### config.mk
export PLATFORM = sky130hd
export DESIGN_NAME = go_back_n_sender_window
export DESIGN_NICKNAME = d
export VERILOG_FILES = /design/src/gbn_pkg.sv /design/src/gbn_ctrl.sv /design/src/gbn_dp.sv /design/src/go_back_n_sender_window.sv
export SDC_FILE = /design/constraint.sdc
export NUM_CORES = 1
export LEC_CHECK = 0
export BUFFER_PORTS_ARGS = -buffer_cell sky130_fd_sc_hd__buf_2
export CELL_PAD_IN_SITES_DETAIL_PLACEMENT = 1
export CELL_PAD_IN_SITES_GLOBAL_PLACEMENT = 1
export CORE_UTILIZATION = 30
export CTS_CLUSTER_SIZE = 14
export DETAILED_ROUTE_END_ITERATION = 10
export PLACE_DENSITY = 0.66
export SYNTH_ARGS = -nofsm -noshare
export SYNTH_HDL_FRONTEND = slang
export SYNTH_HIERARCHICAL = 1
export SYNTH_SLANG_ARGS = --single-unit
### constraint.sdc
create_clock -name clk -period 5.7 [get_ports clk]
set_input_delay 0.855 -clock clk [delete_from_list [all_inputs] [get_ports clk]]
set_output_delay 0.855 -clock clk [all_outputs]
set_load 0.05 [all_outputs]
### src/gbn_pkg.sv
// ----------------------------------------------------------------------------
// gbn_pkg
// Shared types and constants for the go-back-N sender window control.
// ----------------------------------------------------------------------------
package gbn_pkg;

	localparam int unsigned SEQ_SPACE = 16;
	localparam int unsigned SEQ_W     = $clog2(SEQ_SPACE);

	localparam logic [SEQ_W-1:0] WINDOW_RESET = SEQ_W'(7);

	typedef enum logic [1:0] {
		OP_SEND = 2'd0,
		OP_ACK  = 2'd1,
		OP_TMO  = 2'd2
	} op_t;

	// one result item
	typedef struct packed {
		logic             send_valid;
		logic [SEQ_W-1:0] send_slot;
		logic             accepted;
		logic             timer_start;
		logic             timer_stop;
		logic [SEQ_W-1:0] in_flight;
		logic             last;
	} res_t;

	// controller to datapath
	typedef struct packed {
		logic load_item;
		logic load_retx;
	} dp_cmd_t;

	// datapath to controller
	typedef struct packed {
		logic retx_begin;
		logic retx_last;
	} dp_sts_t;

endpackage

### src/gbn_ctrl.sv
// ----------------------------------------------------------------------------
// gbn_ctrl
// Handshake and sequencing control: takes items, steps retransmit bursts and
// owns the valid flag of the result register.
// ----------------------------------------------------------------------------
module gbn_ctrl
	import gbn_pkg::*;
(
	input  logic    clk,
	input  logic    arst_n,
	input  logic    s_tvalid,
	output logic    s_tready,
	output logic    m_tvalid,
	input  logic    m_tready,
	output dp_cmd_t cmd,
	input  dp_sts_t sts
);

	typedef enum logic [1:0] {
		ST_IDLE = 2'b01,
		ST_RETX = 2'b10
	} state_t;

	state_t state_q, state_d;
	logic   out_valid_q;
	logic   out_free;
	logic   accept;
	logic   retx_step;

	// result register can take a new item when empty or being drained
	assign out_free  = !out_valid_q || m_tready;
	assign accept    = (state_q == ST_IDLE) && out_free && s_tvalid;
	assign retx_step = (state_q == ST_RETX) && out_free;

	assign s_tready      = (state_q == ST_IDLE) && out_free;
	assign m_tvalid      = out_valid_q;
	assign cmd.load_item = accept;
	assign cmd.load_retx = retx_step;

	always_comb begin
		state_d = state_q;
		unique case (state_q)
			ST_IDLE: begin
				if (accept && sts.retx_begin) state_d = ST_RETX;
			end
			ST_RETX: begin
				if (retx_step && sts.retx_last) state_d = ST_IDLE;
			end
			default: state_d = ST_IDLE;
		endcase
	end

	always_ff @(posedge clk or negedge arst_n) begin
		if (!arst_n) begin
			state_q     <= ST_IDLE;
			out_valid_q <= 1'b0;
		end else begin
			state_q <= state_d;
			if (accept || retx_step) out_valid_q <= 1'b1;
			else if (m_tready)       out_valid_q <= 1'b0;
		end
	end

endmodule

### src/gbn_dp.sv
// ----------------------------------------------------------------------------
// gbn_dp
// Window datapath: base and next sequence registers, window size register,
// result register and the retransmit index.
// ----------------------------------------------------------------------------
module gbn_dp
	import gbn_pkg::*;
(
	input  logic             clk,
	input  logic             arst_n,
	input  logic             cfg_we,
	input  logic [SEQ_W-1:0] cfg_data,
	input  logic [1:0]       operation,
	input  logic [SEQ_W-1:0] ack_seq,
	input  logic [7:0]       ack_type,
	input  logic [7:0]       ack_checksum,
	input  dp_cmd_t          cmd,
	output dp_sts_t          sts,
	output res_t             res
);

	logic [SEQ_W-1:0] window_size_q;
	logic [SEQ_W-1:0] window_base_q;
	logic [SEQ_W-1:0] next_seq_q;
	logic [SEQ_W-1:0] retx_idx_q;
	res_t             res_q;

	logic [SEQ_W-1:0] inf;
	logic [SEQ_W-1:0] ack_off;
	logic [SEQ_W-1:0] ack_next;
	logic [SEQ_W-1:0] ack_left;
	logic             ack_ok;
	logic             grant;
	logic             ack_take;
	res_t             item_res;
	res_t             retx_res;

	assign inf      = next_seq_q - window_base_q;
	assign grant    = inf < window_size_q;
	assign ack_ok   = (ack_checksum ^ {{(8-SEQ_W){1'b0}}, ack_seq} ^ ack_type) == 8'd0;
	assign ack_off  = ack_seq - window_base_q;
	assign ack_take = ack_ok && (ack_off < inf);
	assign ack_next = ack_seq + SEQ_W'(1);
	assign ack_left = next_seq_q - ack_next;

	assign sts.retx_begin = (op_t'(operation) == OP_TMO) && (inf > SEQ_W'(1));
	assign sts.retx_last  = retx_idx_q == (inf - SEQ_W'(1));

	always_comb begin
		item_res           = '0;
		item_res.in_flight = inf;
		item_res.last      = 1'b1;
		unique case (op_t'(operation))
			OP_SEND: begin
				if (grant) begin
					item_res.send_valid  = 1'b1;
					item_res.send_slot   = next_seq_q;
					item_res.accepted    = 1'b1;
					item_res.timer_start = inf == '0;
					item_res.in_flight   = inf + SEQ_W'(1);
				end
			end
			OP_ACK: begin
				if (ack_take) begin
					item_res.accepted   = 1'b1;
					item_res.timer_stop = ack_left == '0;
					item_res.in_flight  = ack_left;
				end
			end
			OP_TMO: begin
				// first slot of the burst goes out with the item itself
				if (inf != '0) begin
					item_res.send_valid  = 1'b1;
					item_res.send_slot   = window_base_q;
					item_res.timer_start = inf == SEQ_W'(1);
					item_res.last        = inf == SEQ_W'(1);
				end
			end
			default: ;
		endcase
	end

	always_comb begin
		retx_res             = '0;
		retx_res.send_valid  = 1'b1;
		retx_res.send_slot   = window_base_q + retx_idx_q;
		retx_res.timer_start = sts.retx_last;
		retx_res.in_flight   = inf;
		retx_res.last        = sts.retx_last;
	end

	always_ff @(posedge clk or negedge arst_n) begin
		if (!arst_n) begin
			window_size_q <= WINDOW_RESET;
			window_base_q <= '0;
			next_seq_q    <= '0;
			retx_idx_q    <= '0;
		end else begin
			if (cfg_we) window_size_q <= cfg_data;
			if (cmd.load_item) begin
				retx_idx_q <= SEQ_W'(1);
				if (op_t'(operation) == OP_SEND && grant) next_seq_q <= next_seq_q + SEQ_W'(1);
				if (op_t'(operation) == OP_ACK && ack_take) window_base_q <= ack_next;
			end else if (cmd.load_retx) begin
				retx_idx_q <= retx_idx_q + SEQ_W'(1);
			end
		end
	end

	always_ff @(posedge clk) begin
		if (cmd.load_item)      res_q <= item_res;
		else if (cmd.load_retx) res_q <= retx_res;
	end

	assign res = res_q;

endmodule

### src/go_back_n_sender_window.sv
// A result appears in the output register in the cycle after its item is accepted.
// Send, acknowledgment and unused-code items are taken when the result register is free.
// A timer expiry with N outstanding slots yields N results, one retransmit result per
// cycle while the shared result register is free, then frees the input.
// Reset (arst_n low, asynchronous): window base and next sequence clear to zero,
// window size returns to 7, no result pending.
// ----------------------------------------------------------------------------
// go_back_n_sender_window
// Go-back-N sender window control with modulo-16 sequence numbers.
// ----------------------------------------------------------------------------
module go_back_n_sender_window
	import gbn_pkg::*;
(
	input  logic        clk,
	input  logic        arst_n,
	input  logic        cfg_we,
	input  logic [3:0]  cfg_data,   // window_size
	input  logic        s_tvalid,
	output logic        s_tready,
	input  logic [23:0] s_tdata,    // ack_seq[3:0], ack_type[11:4], ack_checksum[19:12]
	input  logic [1:0]  s_tuser,    // operation[1:0]
	output logic        m_tvalid,
	input  logic        m_tready,
	output logic [15:0] m_tdata,    // send_valid[0], send_slot[4:1], accepted[5],
	                                // timer_start[6], timer_stop[7], in_flight[11:8]
	output logic        m_tlast     // last
);

	dp_cmd_t cmd;
	dp_sts_t sts;
	res_t    res;

	gbn_ctrl u_ctrl (
		.clk      (clk),
		.arst_n   (arst_n),
		.s_tvalid (s_tvalid),
		.s_tready (s_tready),
		.m_tvalid (m_tvalid),
		.m_tready (m_tready),
		.cmd      (cmd),
		.sts      (sts)
	);

	gbn_dp u_dp (
		.clk          (clk),
		.arst_n       (arst_n),
		.cfg_we       (cfg_we),
		.cfg_data     (cfg_data),
		.operation    (s_tuser),
		.ack_seq      (s_tdata[3:0]),
		.ack_type     (s_tdata[11:4]),
		.ack_checksum (s_tdata[19:12]),
		.cmd          (cmd),
		.sts          (sts),
		.res          (res)
	);

	assign m_tdata = {4'b0000, res.in_flight, res.timer_stop, res.timer_start,
	                  res.accepted, res.send_slot, res.send_valid};
	assign m_tlast = res.last;

endmodule

Word level (Yosys, flattened, before mapping)

Cells that the tools add are included.

Register bits: 32
Output and inout bits: 19
Logic and storage cells: 79

Eq/ne operators: 8
Mux-type cells: 22
$lt $le $gt $ge: 3
Reduce and logical (&&, ||, !) cells: 22
Bitwise operators: 2
Add/subtract/negate cells: 9

Operators by type and width:

| kind                | count |
|---|---|
| $mux 13             | 2 |
| $add 4x1->4 const B | 4 |
| $mux 4              | 3 |
| $sub 4x4->4         | 3 |
| $mux 5              | 2 |
| $pmux 5 s2          | 1 |
| $logic_and 1x1->1   | 9 |
| $logic_not 4->1     | 2 |
| $logic_not 8->1     | 1 |
| $lt 4x4->1          | 2 |
| $pmux 4 s2          | 1 |
| $xor 8x4->8         | 1 |
| $xor 8x8->8         | 1 |
| $mux 1              | 7 |
| $mux 7              | 1 |
| $reduce_and 2->1    | 3 |
| $add 4x4->4         | 1 |
| $eq 2x1->1 const B  | 2 |
| $eq 2x2->1 const B  | 2 |
| $eq 4x1->1 const B  | 1 |
| $eq 4x4->1          | 1 |
| $gt 4x1->1 const B  | 1 |
| $mux 2              | 2 |
| $ne 2x2->1 const B  | 2 |
| 8 further kinds     | 11 |

Logic depth before layout (Yosys ltp)

Gate-level depths: netlist of the first run.

Depth after elaboration: 7
Depth in mapped cells: 12
Depth with buffers taken out: 12

By module

The synthesis of the first run kept the hierarchy.

By module, submodules not included:

| module                  | area each (µm²) | instances | cells an instance |
|---|---|---|---|
| gbn_dp                  | 2267.2          | 1         | 217 |
| gbn_ctrl                | 178.9           | 1         | 16 |
| go_back_n_sender_window | 33.8            | 1         | 5 |

Worst setup path before layout of the first run

Ideal clock, no wire load.

Path type: in2reg
From: input s_tdata[0]
To: register u_dp.res_q, in the netlist u_dp/res[2] (data pin)
Slack: 2.558 ns
Stages on the path: 11
Buffers on the path: 0
Data arrival time: 2.881 ns
Path through: inv_1 -> ha_1 -> fa_1 -> inv_1 -> ha_1 -> a21oi_1 -> o21ai_0 -> o211ai_2 -> nand4_4 -> mux2i_1 -> a221o_1

Cells in the longest elaborated chain, start to end: 7
Elaborated cells on any way between the ends: 11

RTL lines:

| item                                                | RTL line                      | source |
|---|---|---|
| from (decl)                                         | go_back_n_sender_window.sv:20 | `input logic [23:0] s_tdata,` |
| branches (longest 4 deep; another with $sub 4x4->4) | -                             |  |
| $mux 5 (*)                                          | gbn_dp.sv:64                  | `if (ack_take) begin` |
| $pmux 4 s2 (*)                                      | gbn_dp.sv:53                  | `unique case (op_t'(operation))` |
| $mux 13 (*)                                         | gbn_dp.sv:111                 | `if (cmd.load_item) res_q <= item_res;` |
| to (signal assigned)                                | gbn_dp.sv:111                 |  |
| to (signal assigned)                                | gbn_dp.sv:112                 | `else if (cmd.load_retx) res_q <= retx_res;` |
| to (decl)                                           | gbn_dp.sv:26                  | `res_t res_q;` |

Mark *: on every way between the ends.
A chain may end at the register's enable or synchronous reset.

Worst setup path after layout of the first run

From: register u_dp.next_seq_q[0]
To: register u_dp.res_q, in the netlist u_dp/res[2] (data pin)

Cells in the longest elaborated chain, start to end: 6
Elaborated cells on any way between the ends: 11

RTL lines:

| item                   | RTL line      | source |
|---|---|---|
| from (decl)            | gbn_dp.sv:24  | `logic [SEQ_W-1:0] next_seq_q;` |
| from (signal assigned) | gbn_dp.sv:102 | `if (op_t'(operation) == OP_SEND && grant) next_seq_q <= next_seq_q + SEQ_W'(1);` |
| $sub 4x4->4            | gbn_dp.sv:38  | `assign inf = next_seq_q - window_base_q;` |
| $lt 4x4->1             | gbn_dp.sv:42  | `assign ack_take = ack_ok && (ack_off < inf);` |
| $logic_and 1x1->1      | gbn_dp.sv:42  |  |
| $mux 5                 | gbn_dp.sv:64  |  |
| $pmux 4 s2             | gbn_dp.sv:53  |  |
| $mux 13 (*)            | gbn_dp.sv:111 |  |

Every way passes the cells marked *; elsewhere a longest branch is shown, timed or not. The select of a mux whose other input is x is not followed.

==> flow_metrics.tcl, run 1 <==
set metrics [dict create \
    cts_inserted_buffers 5 \
    power_density_nw_per_um2 381 \
    die_area_um2 8630 \
    coreArea_um2 7850 \
    clock-sinks 32 \
    final_cell_mix "buf_2 (45), xnor2_1 (24), ha_1 (20)" \
    clockBufferDepth 2 \
    setup_viol 0 \
    nFillCells 933 \
    max_cap_violations 0 \
    slew_headroom 0.521 \
    rsz0062_at_grt "no" \
    r2r_start "u_dp/next_seq_q[0]" \
    num_antenna_cells 0 \
    synthArstFlopShare 0.594 \
    p_leak_nw 1.23 \
    multi_input_area_um2 1480 \
    grt_pass1_wl_mm 9.41 \
    ctsResizeCount 0 \
    num_rows 32 \
    cp.required_ns 5.73 \
    grt_max_degree 21 \
    antenna_left 0 \
    gp_congestion 0.762 \
    yosysSeqAreaShare 0.351 \
    final.min_clock_period_ns 3.30 \
    synth_edf_count 13 \
    rrSetupSlack_ns 2.40 \
    end_kind "flop" \
    vias 1867 \
    routedWlPerCell_um 14.2 \
    pwr-share-clk 0.176 \
    dpl_worst_slack_ns 2.22 \
    hold_class "input pin to async pin" \
    cp-start-kind "flop" \
    ys_seq_elements 32 \
    regArea_um2 871 \
    gr-total-overflow 0 \
    critPathSlowestCell "fa_1" \
    synth.avg_cell_area_um2 10.4 \
    final-max-slew-violation-count 0 \
    ir_worst_vdd_mv 0.117 \
    ios 54 \
    final_common_cell "buf_2" \
    final_util 0.366 \
    path_common_cell "inv_1" \
    grt_pass1_vias 1962 \
    swShare 0.443 \
    p_seq_frac 0.291 \
    finalHoldViolations 0 \
    setup_slack_ns 2.40 \
    place_hpwl_mm 4.39 \
    final_layout_size_suffix_gt1_frac 0.265 \
    arrival_ns 3.33 \
    drt_wl_total_mm 5.49 \
    ctsRootBufferMaster "clkbuf_8" \
    clk_pin_slew_worst_paths_ns 0.07 \
    status "completed" \
    p_total_mw 1.10 \
    p_sw_uw 486 \
    syn2layout_area_growth_pct 15.8 \
    critPathMaxFanout 8 \
    cts_htree_levels 2 \
    startpoint "u_dp/next_seq_q[0]" \
    crit_path_max_incr_delay_ns 0.65 \
    first_pass_iters 5 \
    crit_type "flop to flop" \
    cts_tree "built" \
    ys.flop_type "dfrtp_1" \
    dr.first_iter.drc_count 48 \
    pwr-share-comb 0.533 \
    skew_ns 0.0126 \
    worstSkewPairLatency_ns 0.29 \
    max_freq_ghz 0.303 \
    post-cts-setup-buffers 0 \
    syn_area_um2 2480 \
    hold_buffers 0 \
    antenna_found_initial 0 \
    netlist_instances 238 \
    setup_tns_ns 0 \
    period_share 0.579 \
    die_w_um 92.9 \
    yosysUniqueCellTypes 54 \
    drc 0 \
    yosysWarnings 6 \
    vias_per_cell 4.85 \
    fin_nets 341 \
    tightest_slew_ns 0.719 \
    crit_path_cell_trace "inv_1 > ha_1 > inv_1 > fa_1 > inv_1 > ha_1 > a21oi_1 > o21ai_0 > o211ai_2 > nand4_4 > mux2i_1 > a221o_1" \
    initial_utilization 0.316 \
    io_buffer_count 45 \
    reg2reg_depth 12 \
    die_h_um 92.9 \
    track_usage 0.141 \
    p_int_uw 610 \
]
==> registers in the layout, summed over array words and instances, names as in the netlist <==
register / flops
u_dp/window_size_q: 4
u_dp/window_base_q: 4
u_dp/next_seq_q: 4
u_ctrl/m_tvalid: 1
u_dp/res: 13
u_dp/retx_idx_q: 4
u_ctrl/state_q: 2
==> cell type report <==
cell class | instances | area share
clock buffers | 8 | 0.0348
inverters | 18 | 0.0235
multi-input cells | 180 | 0.516
flip-flops and latches | 32 | 0.303
well taps | 102 | 0.0444
repair buffers | 45 | 0.0784
==> layer usage <==
metal | track usage | vias up | share of wire
li1 | - | 915 | -
met1 | 0.172 | 911 | 0.45
met2 | 0.250 | 36 | 0.51
met3 | 0.0296 | 5 | 0.034
met4 | 0.0385 | 0 | 0.0077
met5 | 0 | - | 0
==> synth_stat cells (6+ instances only) <==
library cell   n  area (µm²)
a21oi_1       10        50.1
buf_4          6        45.0
dfrtp_1       15         375
edfxtp_1      13         390
ha_1          20         250
inv_1         18        67.6
nand2_1       12        45.0
nand2b_1       6        37.5
nor2_1        11        41.3
o21ai_0       10        50.1
xnor2_1       24         210
xor2_1        12         105
==> power groups by stage <==
stage          Clock (mW)  Sequential, mW  Combinational [mW]
2_1_floorplan           0           0.376               0.397
3_3_place_gp            0           0.322               0.574
3_5_place_dp            0           0.324               0.584
4_1_cts             0.201           0.319               0.588
5_1_grt             0.214           0.324               0.643
6_report            0.193           0.318               0.584
==> critical path: cells and delay by family (launching register included) <==
family                   cells  cell delay (ns)
AND/OR/NAND/NOR              1             0.21
multiplexers                 1             0.19
buffers and inverters        3             0.41
AO/OA/AOI/OAI                4             0.71
adder cells (fa/ha/maj)      3             1.12
flip-flops                   1             0.42
==> cells by family after synthesis <==
family | Yosys count | synth area share
AOI/OAI and AO/OA | 44 | 0.118
xor gates and xnor gates | 38 | 0.140
adders and majority gates | 26 | 0.142
buffers and inverters | 29 | 0.0560
DFF | 32 | 0.351
muxes | 10 | 0.0429
other | 1 | 0.00151
and+or+nand+nor | 58 | 0.148
==> through the flow <==
| stage | area, µm² | hold slack, ns | instances |
|---|---|---|---|
| floorplan | 2490 | 0.476 | 241 |
| global placement | 2770 | 0.504 | 377 |
| detailed placement | 2770 | 0.539 | 377 |
| CTS | 2870 | 0.515 | 385 |
| global route | 2870 | 0.536 | 385 |
| finish | 2870 | 0.506 | 385 |
==> path summary, 6_finish.rpt <==
check / to
min in group clk: u_dp/window_size_q[1]
min reg2reg: u_dp/window_size_q[1]
max: u_dp/res[2]
max reg2reg: u_dp/res[2]
min: u_dp/retx_idx_q[0]
max in group asynchronous: u_ctrl/state_q[0]
Note: power is estimated with default switching activity, not from simulation.
==> run 2: changes to the inputs <==
==> constraint.sdc (replaced) <==
create_clock -name clk -period 3.3 [get_ports clk]
set_input_delay 0.495 -clock clk [delete_from_list [all_inputs] [get_ports clk]]
set_output_delay 0.495 -clock clk [all_outputs]
set_load 0.05 [all_outputs]
==> flow_metrics.tcl, run 2 (synthesis gave the netlist of run 1 again) <==
set metrics [dict create \
    nFillCells 915 \
    fin_nets 349 \
    worstSkewPairLatency_ns 0.29 \
    cts_tree "built" \
    hold_class "input pin to async pin" \
    routedWlPerCell_um 14.5 \
    arrival_ns 3.17 \
    num_rows 32 \
    antenna_left 0 \
    finalHoldViolations 0 \
    end_kind "flop" \
    max_freq_ghz 0.319 \
    grt_pass1_vias 2065 \
    power_density_nw_per_um2 656 \
    grt_max_degree 20 \
    final-max-slew-violation-count 0 \
    setup_tns_ns 0 \
    final_common_cell "buf_2" \
    p_leak_nw 1.26 \
    place_hpwl_mm 4.58 \
    rsz0062_at_grt "no" \
    skew_ns 0.00694 \
    grt_pass1_wl_mm 9.84 \
    gp_congestion 0.758 \
    met2_usage 0.259 \
    max_cap_violations 0 \
    clockBufferDepth 2 \
    met3_usage 0.0279 \
    drc 0 \
    final_layout_size_suffix_gt1_frac 0.285 \
    num_antenna_cells 0 \
    antenna_found_initial 0 \
    clk_pin_slew_worst_paths_ns 0.07 \
    tightest_slew_ns 0.580 \
    status "completed" \
    ios 54 \
    largest_reg_flops 13 \
    die_w_um 92.9 \
    gr-usage-met1 0.178 \
    vias_per_cell 4.87 \
    crit_type "flop to flop" \
    period_share 0.951 \
    final.min_clock_period_ns 3.14 \
    cp.required_ns 3.33 \
    gr-total-overflow 0 \
    ir_worst_vdd_mv 0.186 \
    cts_htree_levels 2 \
    critPathMaxFanout 11 \
    io_buffer_count 45 \
    holdWs_ns 0.145 \
    drt_wl_total_mm 5.70 \
    clock-sinks 32 \
    grt_most_used_layer "met2" \
    slew_headroom 0.611 \
    initial_utilization 0.316 \
    coreArea_um2 7850 \
    post-cts-setup-buffers 0 \
    cp-start-kind "flop" \
    first_pass_iters 4 \
    cts_inserted_buffers 5 \
    die_area_um2 8630 \
    die_h_um 92.9 \
    dr.first_iter.drc_count 39 \
    ctsRootBufferMaster "clkbuf_8" \
    setup_viol 0 \
    syn2layout_area_growth_pct 18.0 \
    vias 1914 \
    hold_buffers 0 \
    final_cell_mix "buf_2 (45), xnor2_1 (24), ha_1 (20)" \
    track_usage 0.146 \
]
run 2: cell count changes in the layout (fill, tap and decap cells not counted):
cell,delta
clkbuf_1,+1
clkbuf_8,-1
buf_4,+8
fa_1,-1
fa_2,+1
run 2: power by group:
part           internal, mW  total, mW  switching [mW]  leakage [nW]
registers             0.496      0.550          0.0543         0.345
clock network         0.170      0.319           0.149        0.0455
logic                 0.400       1.05           0.649         0.874
run 2: worst paths after layout:
kind                                          to  slack (ns)  cells after the start             startpoint
setup reg to reg                    u_dp/res[11]        0.16                     11     u_dp/next_seq_q[0]
hold / removal                   u_ctrl/m_tvalid        0.15                      1                 arst_n
hold reg to reg            u_dp/window_size_q[1]        0.54                      2  u_dp/window_size_q[1]
max in group asynchronous  u_dp/window_size_q[2]        2.80                      1                 arst_n
min in group clk               u_ctrl/state_q[0]        0.41                      2               s_tvalid
setup / recovery                    u_dp/res[11]        0.16                     11     u_dp/next_seq_q[0]
run 2: critical path, cell delays in order, from the launching register on:
cell and delay (ns):
dfrtp_1 0.40, inv_1 0.11, ha_1 0.19, inv_1 0.11, fa_2 0.49, ha_1 0.30
a21oi_1 0.06, maj3_2 0.35, maj3_2 0.37, and2_4 0.21, a22oi_1 0.19, nand2_1 0.10
run 2: area by class of cell:
class / count / area [µm²] / share of cell area
Tap cell: 102 / 128 / 0.0436
Sequential cell: 32 / 871 / 0.298
Multi-Input combinational cell: 180 / 1480 / 0.507
Timing Repair Buffer: 53 / 285 / 0.0975
Inverter: 18 / 67.6 / 0.0231
Clock buffer: 8 / 90.1 / 0.0308
run 2: what timing repair did:
item / 4_1_cts / 5_1_grt
setup endpoints to repair: 0 / 2
resized for setup: 0 / 1
endpoints found under the hold margin: 0 / 0
run 2: per-stage QoR:
stage | total power, mW | instance area [µm²] | util | std cells | setup WS, ns
finish | 1.92 | 2930 | 0.373 | 393 | 0.163
global route | 2.07 | 2930 | 0.373 | 393 | 0.00478
CTS | 1.93 | 2920 | 0.372 | 393 | 0.132
detailed placement | 1.61 | 2830 | 0.361 | 385 | 0.137
global placement | 1.59 | 2830 | 0.361 | 385 | 0.185
floorplan | 1.34 | 2490 | - | 241 | 0.304
run 2: metal layers:
metal,up-vias,routed length (µm)
li1,933,-
met1,941,2550
met2,35,2950
met3,5,163
met4,0,44
met5,-,0
